`config.mk`:
```
export PLATFORM = sky130hd
export DESIGN_NAME = uvs_div
export DESIGN_NICKNAME = d
export VERILOG_FILES = /design/src/sv/uvs_div.sv
export SDC_FILE = /design/constraint.sdc
export NUM_CORES = 1
export LEC_CHECK = 0
export BUFFER_PORTS_ARGS = -buffer_cell sky130_fd_sc_hd__buf_4
export CAP_MARGIN = 20
export CORE_MARGIN = 2
export CORE_UTILIZATION = 54
export DETAILED_ROUTE_END_ITERATION = 8
export PLACE_DENSITY = 0.73
export SLEW_MARGIN = 40
export SYNTH_ARGS = -nofsm -noshare
export SYNTH_HDL_FRONTEND = slang
export SYNTH_SLANG_ARGS = --single-unit
```
`constraint.sdc`:
```
create_clock -name clock -period 4.7 [get_ports clock]
set_input_delay 0.705 -clock clock [delete_from_list [all_inputs] [get_ports clock]]
set_output_delay 0.705 -clock clock [all_outputs]
set_load 0.02 [all_outputs]
```
`src/sv/uvs_div.sv`:
```
// ----------------------------------------------------------------------------
// uvs_div
// Pipelined restoring divider, a fixed number of quotient bits per stage.
// Gives the low quotient bits and the remainder.
// ----------------------------------------------------------------------------
module uvs_div #(
   parameter int NUM_W           = 25,
   parameter int DEN_W           = 10,
   parameter int QUO_W           = 16,
   parameter int STEPS_PER_STAGE = 2
) (
   input  logic             clock,
   input  logic             en,
   input  logic [NUM_W-1:0] num,
   input  logic [DEN_W-1:0] den,
   output logic [QUO_W-1:0] quo,
   output logic [DEN_W-1:0] rem
);

   localparam int STAGES = (NUM_W + STEPS_PER_STAGE - 1) / STEPS_PER_STAGE;
   localparam int NP     = STAGES * STEPS_PER_STAGE;

   logic [NP-1:0]    n_in  [STAGES];
   logic [NP-1:0]    n_ff  [STAGES];
   logic [DEN_W-1:0] r_in  [STAGES];
   logic [DEN_W-1:0] r_ff  [STAGES];
   logic [QUO_W-1:0] q_in  [STAGES];
   logic [QUO_W-1:0] q_ff  [STAGES];
   logic [DEN_W-1:0] d_ff  [STAGES];

   for (genvar k = 0; k < STAGES; k++) begin : g_stage
      logic [NP-1:0]    ns;
      logic [DEN_W-1:0] rs;
      logic [QUO_W-1:0] qs;
      logic [DEN_W-1:0] ds;

      if (k == 0) begin : g_first
         assign ns = NP'(num);
         assign rs = '0;
         assign qs = '0;
         assign ds = den;
      end else begin : g_next
         assign ns = n_ff[k-1];
         assign rs = r_ff[k-1];
         assign qs = q_ff[k-1];
         assign ds = d_ff[k-1];
      end

      // shift in one dividend bit, subtract when it fits
      always_comb begin
         logic [DEN_W:0] t;
         logic           qb;
         n_in[k] = ns;
         r_in[k] = rs;
         q_in[k] = qs;
         for (int j = 0; j < STEPS_PER_STAGE; j++) begin
            t = {r_in[k], n_in[k][NP-1]};
            n_in[k] = n_in[k] << 1;
            qb = (t >= {1'b0, ds});
            if (qb) begin
               t = t - {1'b0, ds};
            end
            r_in[k] = t[DEN_W-1:0];
            q_in[k] = {q_in[k][QUO_W-2:0], qb};
         end
      end

      always_ff @(posedge clock) begin
         if (en) begin
            n_ff[k] <= n_in[k];
            r_ff[k] <= r_in[k];
            q_ff[k] <= q_in[k];
            d_ff[k] <= ds;
         end
      end
   end

   assign quo = q_ff[STAGES-1];
   assign rem = r_ff[STAGES-1];

endmodule

```
==> summary.md <==
| Metric | Value |
|---|---|
| Number of antenna diodes | 0 |
| Critical Path AT | approximately 5000 ps |
| Part of the cycle the worst path needs | 0.987 |
| CP Capture Type | flip-flop |
| Global-route usage over all layers | 0.212 |
| Post-Place Cells | 3130 |
| Initial antenna violation count | 0 |
| CTS Buf Count | 53 |
| Critical Path RT | just over 5000 ps |
| Vias in the first global route | approximately 18000 |
| Critical path class | flip-flop to flip-flop |
| Residual DRC | 0 |
| Antenna-violating nets left | 0 |
| Worst slew margin | 0.540 |
| Layout net count | ~2800 |
| Top cell type by total area after synthesis | edfxtp_1 |
| Area delta synth->final | 14.8% |
| HP Class | primary input to flip-flop |
| Unrepaired setup endpoints after global routing | yes |
| PortBufs | 62 |
| Clock latency on the worst-skew pair | 600 ps |
| Clk root buf | clkbuf_16 |
| Cells after synthesis | approximately 2300 |
| 1st-iter DRT viols | ~1200 |
| First-pass GRT wire length | roughly 92 mm |
| Max Clk Rate | 216 MHz |
| Die span in y | 231 um |
| Die area | about 54000 um2 |
| Post-CTS Hold Buffers | 0 |
| Clock transition at path regs | 60 ps |
| CP Launch Type | flip-flop |
| Largest net degree at the start of global routing | 77 |
| Final Hold Fails | 0 |
| Tmin final | 4640 ps |
| Synthesized area | approximately 28000 um2 |
| Warnings from Yosys | 0 |
| Final Routed Wirelength | about 57 mm |
| Util after Layout | 0.627 |
| Final Setup Violations | 0 |
| Share of cells above drive strength 1 | 0.153 |
| Post-synth EDFFs | 478 |
| Grt ovf | 0 |
| Status | complete, no violations |
| Vias per cell | 5.66 |
| CTS Sinks | 478 |
| Commonest non-fill, non-tap cell in the layout | edfxtp_1 |
| Clock Tree Buf Depth | 3 |
| Non-Filler Instances | 3248 |
| PnR worst setup slack | ~60 ps |
| # rows | 83 |
| Effective utilization at floorplan | 0.546 |
| Yosys reg bits | 478 |
| Final-report max-slew violation count | 0 |
| Maximum fanout along the worst path | 6 |
| Core area | just over 50000 um2 |
| Max-cap check violation count | 0 |
| Ys async rst share | 0 |
| Register area share after synthesis | 0.514 |
| Mapped Avg Cell Area | 12.0 um2 |
| DP HPWL | 42.4 mm |
| Worst-margin pin slew | 673 ps |
| Most frequent cells in the layout | 478 x edfxtp_1, 238 x ha_1, 218 x inv_1 |
| Via count | 18400 |
| CTS tree | built |
| Leading register cell type out of synthesis | edfxtp_1 |
| Area share of the largest cell type after synthesis | 0.514 |
| Pre-antenna DRT Iters | 5 |
| Avg WL per Cell | ~18 um |
| RePlAce Congestion | about 0.91 |
| Io pins | 63 |
| Post-Route Skew | 17.9 ps |
| Netlist cell types | 90 |
| Synth top area cells | edfxtp_1 51%, ha_1 11%, xnor2_1 3.8% |
| Pre-CTS setup slack | -42.9 ps |
| Die W | 231 um |
| H-Tree Depth | 2 |
==> state kept, by name, summed over array words and instances (netlist names) <==
name and count:
q_ff 72, r_ff 130, n_ff 156, d_ff 120
==> path summary, 6_finish.rpt <==
| kind | startpoint | endpoint | slack [ps] | depth (start not counted) |
|---|---|---|---|---|
| setup reg to reg | d_ff[0][22]$_DFFE_PP_ | r_ff[0][38]$_DFFE_PP_ | 60 | 17 |
| setup / recovery | d_ff[0][22]$_DFFE_PP_ | r_ff[0][38]$_DFFE_PP_ | 60 | 17 |
| hold / removal | num[18] | n_ff[0][18]$_DFFE_PP_ | 290 | 1 |
| hold reg to reg | n_ff[2][5]$_DFFE_PP_ | n_ff[3][7]$_DFFE_PP_ | 400 | 0 |
==> cell type report <==
class | instances | area [um2]
Sequential cell | 478 | 14400
Inverter | 229 | 865
Clock inverter | 33 | 409
Clock buffer | 62 | 1360
Timing Repair Buffer | 150 | 1240
Fill cell | 3923 | 19100
Tap cell | 680 | 851
Multi-Input combinational cell | 1616 | 13000
==> routing by layer <==
layer  up-vias  wire length, um  track usage
met5         -                0            0
li1       9088                -            -
met2       388            26700        0.347
met4         0             1580       0.0728
met1      8816            26400        0.290
met3        98             2440       0.0289
==> repair_timing <==
item	4_1_cts	5_1_grt
endpoints found under the setup margin	6	110
buffers inserted	0	22
pin swaps	1	35
gates cloned	0	1
resized for setup	1	83
==> cell usage after synthesis (8+ instances only) <==
cell,number
ha_1,251
a211oi_1,18
mux2_4,11
nor3_1,69
inv_1,224
a31oi_1,15
nor2_1,167
nand2_1,97
buf_2,10
a21o_1,50
xor2_1,38
mux2_2,53
o21bai_1,13
nand2b_1,24
mux2_1,69
nand4_1,40
edfxtp_1,478
fa_1,25
xnor2_1,120
nand3b_1,8
mux2i_1,21
o211ai_1,11
o21ai_1,24
a21oi_1,153
o21ai_0,74
or3_1,13
o21a_1,30
nand3_1,24
nor2b_1,39
nor4_1,12
==> cells by family after synthesis <==
group | synth area share
flops | 0.514
buf+inv | 0.0347
mux | 0.0626
fa+ha+maj | 0.130
simple gates | 0.0963
other cells | 0.000134
xor+xnor | 0.0495
compound gates | 0.113
==> per-stage QoR <==
| stage | hold slack [ps] | instance area, um2 | setup TNS, ps |
|---|---|---|---|
| after floorplan | 400 | 28000 | 0 |
| after global placement | 400 | 29700 | 0 |
| after detailed placement | 405 | 29800 | -110 |
| after CTS | 248 | 31500 | 0 |
| after global routing | 262 | 32100 | -693 |
| final | 287 | 32100 | 0 |
==> worst max-delay path, stage by stage (launching register included) <==
cell	delay, ps
edfxtp_1	380
inv_1	80
ha_1	350
nand2_1	100
o21bai_1	170
a21boi_1	300
o21ai_1	210
a22o_2	350
o21ai_0	270
ha_1	310
nor2b_1	140
o21ai_1	170
a21oi_1	140
o41ai_2	350
o22ai_1	160
o21a_1	200
or2_1	320
mux2_1	370
Power is not shown: default switching activity piles up to over one toggle a cycle in this logic, so the estimate is an artifact.
